$ cat src/rtl/rsa_ram.sv
`default_nettype none

module rsa_ram #(
	parameter int WIDTH = 8,
	parameter int DEPTH = 16
) (
	input  wire logic                      clk,
	input  wire logic                      we,
	input  wire logic [$clog2(DEPTH)-1:0]  addr,
	input  wire logic [WIDTH-1:0]          wdata,
	output logic      [WIDTH-1:0]          rdata
);

	logic [WIDTH-1:0] mem [DEPTH];

	always_ff @(posedge clk) begin
		if (we) begin
			mem[addr] <= wdata;
		end
		rdata <= mem[addr];
	end

endmodule

`default_nettype wire

$ cat config.mk
export PLATFORM = sky130hd
export DESIGN_NAME = rsa_ram
export DESIGN_NICKNAME = d
export VERILOG_FILES = /design/src/rtl/rsa_ram.sv
export SDC_FILE = /design/constraint.sdc
export NUM_CORES = 1
export LEC_CHECK = 0
export ABC_AREA = 1
export ABC_CLOCK_PERIOD_IN_PS = 2000
export BUFFER_PORTS_ARGS = -buffer_cell sky130_fd_sc_hd__buf_4
export CORE_MARGIN = 10
export CORE_UTILIZATION = 60
export DETAILED_ROUTE_END_ITERATION = 7
export PLACE_DENSITY = 0.86
export SLEW_MARGIN = 30
export SYNTH_ARGS = -nofsm -noshare
export SYNTH_HDL_FRONTEND = slang
export SYNTH_SLANG_ARGS = --single-unit
$ cat constraint.sdc
create_clock -name clk -period 2 [get_ports clk]
set_input_delay 0.3 -clock clk [delete_from_list [all_inputs] [get_ports clk]]
set_output_delay 0.3 -clock clk [all_outputs]
set_load 0.01 [all_outputs]
==> results.tsv <==
stage	metric	value	unit
min_path	hold_class	in2reg	
synth	yosysSeqAreaShare	71.59	%
synth	yosys.area.top_type_share	68.72	%
critical_path	rrSetupSlack	0.87	ns
clock_tree	clkSinkCount	136	
finish	register_area	4004	sq um
floorplanning	rows	35	
critical_path	crit_end	rdata[6]	
critical_path	worstSetupPathType	reg2out	
critical_path	crit_cells	1	
route	wl_per_cell	17.56	microns
finish	finish.utilization	70.98	%
placement	gp_congestion	0.8992	
sta	max_slew_margin	57.17	%
power	ir_drop	1025	uV
synth	syn_area	5593	sq um
route	wl_met1	5048	microns
sta	tns	0	ns
sta	tightest_slew	0.6401	ns
synth	yosys_warnings	0	
placement	dp_hpwl	7674	microns
grt	grt_overflow	0	
power	seqPwrFrac	49.6	%
floorplanning	die_w	116.5	microns
critical_path	worstPathRequired	1.70	ns
route	drt_iter0_markers	344	
synth	synth_nets	562	
grt	grt_max_degree	49	
sta	rsz0062_at_grt	no	
job	cap_violations	0	
synth	ys_top_cells_by_count	346 x nand2_1, 128 x edfxtp_1, 21 x inv_1, 18 x nor2_1, 12 x buf_2	
synth	yosys_most_used_dff	edfxtp_1	
finish	layout-area-overhead-vs-synth	16.15	%
route	firstDrtPassIters	6	
clock_tree	post_cts_buffers	0	
synth	synth.most_common_cell	nand2_1	
route	ant_nets	0	
synth	synthCells	548	
route	wl_met3	1077	microns
sta	post-route-min-period	1.254	ns
power	power	0.006458	W
critical_path	timing.critical_path.buf_inv	1	
critical_path	crit_arrival	0.95	ns
sta	final-setup-viol-count	0	
grt	grt_pass1_wl	20110	microns
floorplanning	die_area	13580	sq um
synth	ys_async_sr_fraction	0	%
synth	yosysUniqueCellTypes	11	
finish	n_antenna_cell	0	
floorplanning	pin_count	22	
sta	skew	0.006529	ns
power	clockPowerShare	43.9	%
clock_tree	cts_buffers	17	
finish	multi_input_area	1386	sq um
power	switching_share	23.18	%
clock_tree	clockRootBuffer	clkbuf_8	
sta	hold_viol_final	0	
floorplanning	initial_utilization	61.11	%
critical_path	reg2reg_to	rdata[1]	
critical_path	cp_slowest_stage_delay	0.30	ns
clock_tree	clk_pin_slew	0.06	ns
sta	fmax	797.7	MHz
route	dr_wl_met2	5975	microns
critical_path	r2r_start	mem[0][1]	
finish	finalNetCount	605	
status	status	complete, no violations	
route	drc	0	
grt	grt_antenna_before_repair	0	
critical_path	cp_top_family	flip-flops	
clock_tree	cts_tree	built	
critical_path	startpoint	rdata[6]	
clock_tree	clock_latency	0.52	ns
critical_path	cp_max_fo	1	
power	p_leak	2.825	nW
sta	finalCritPeriodShare	62.68	%
critical_path	critPathCaptureType	output pin	
route	routed_via_density	5.471	
critical_path	cp-start-kind	flip-flop	
critical_path	path_cells	buf_4	
finish	fin_area	6496	sq um
synth	synth_edf_count	128	
synth	synth_area_leaders	edfxtp_1 69%, nand2_1 23%, dfxtp_1 2.9%	
finish	num-fill-cells	609	
clock_tree	cts_resized	0	
sta	slew_viol_final	0	
power	combPwrFrac	6.5	%
power	cellInternalPower	0.004961	W
synth	syn_area_per_cell	10.21	sq um
clock_tree	h-tree-depth	4	
critical_path	rr_worst_depth	8	
route	routed_wirelength	12560	microns
grt	track_usage	19.90	%
clock_tree	ctsHoldBuffers	0	
power	pwr_density_cell	994.2	nW/um^2
synth	yosys.area.top_type	edfxtp_1	
critical_path	critPathSlowestCell	dfxtp_1	
placement	io_buffers	21	
min_path	whs_path_depth	1	
floorplanning	die_h	116.5	microns
grt	grt_pass1_vias	3899	
power	switching_power	0.001497	W
clock_tree	cts_buffer_depth	2	
route	routed.top_layer	met4	
placement	dpl_cell_area	5953	sq um
floorplanning	core	9153	sq um
synth	ys_ff_latch	136	
finish	drive_gt1_share	12.58	%
route	vias	3912	
==> cell usage in the layout, fill, tap and decap left out, types with 2 or more instances in the layout <==
cell,count
clkinv_4,2
clkbuf_16,16
clkinv_2,3
inv_6,2
edfxtp_1,128
inv_1,21
nand3_1,4
clkinvlp_4,4
dfxtp_1,8
clkinv_1,3
buf_4,45
nand2_1,346
nor2_1,18
==> flip-flops by register name, summed over array words and instances, names as in the netlist <==
register,count
mem,128
rdata,8
==> kinds of logic after synthesis <==
kind of cell	after synthesis	share of synthesized area (%)
buffers and inverters	44	3.624
DFF	136	71.59
and+or+nand+nor	368	24.79
==> final cells by class <==
class,count,area share (%)
flip-flops and latches,136,61.63
clock inverters,15,1.984
clock buffers,17,6.375
multi-input cells,368,21.34
inverters,23,1.329
repair buffers,45,5.200
well taps,111,2.138
==> power by group through the flow <==
stage / clock, W / sequential (W) / combinational, W
2_1_floorplan: 0 / 0.00327 / 0.000220
3_3_place_gp: 0 / 0.00326 / 0.000395
3_5_place_dp: 0 / 0.00326 / 0.000409
4_1_cts: 0.00285 / 0.00320 / 0.000416
5_1_grt: 0.00300 / 0.00321 / 0.000468
6_report: 0.00283 / 0.00320 / 0.000420
==> worst min path at each step <==
stage	start	to	slack, ns
after floorplan	wdata[0]	mem[0][0]	0.40
after global placement	wdata[0]	mem[4][0]	0.67
after detailed placement	wdata[0]	mem[4][0]	0.67
after CTS	wdata[0]	mem[4][0]	0.12
after global routing	wdata[0]	mem[4][0]	0.14
final	wdata[0]	mem[4][0]	0.15
==> metal layers <==
metal / GRT usage [%] / up-vias
met5: 0 / -
met2: 31.67 / 203
met4: 10.71 / 0
met3: 5.598 / 41
li1: - / 1838
met1: 24.17 / 1830
==> metrics by stage <==
stage / hold slack [ns] / cells / setup WS (ns)
detailed placement: 0.6689 / 683 / 0.3563
CTS: 0.1233 / 715 / 0.7250
floorplan: 0.3989 / 548 / 0.3228
global route: 0.1421 / 715 / 0.6978
global placement: 0.6679 / 683 / 0.3834
finish: 0.1454 / 715 / 0.7463
(Power assumes the default switching activity.)
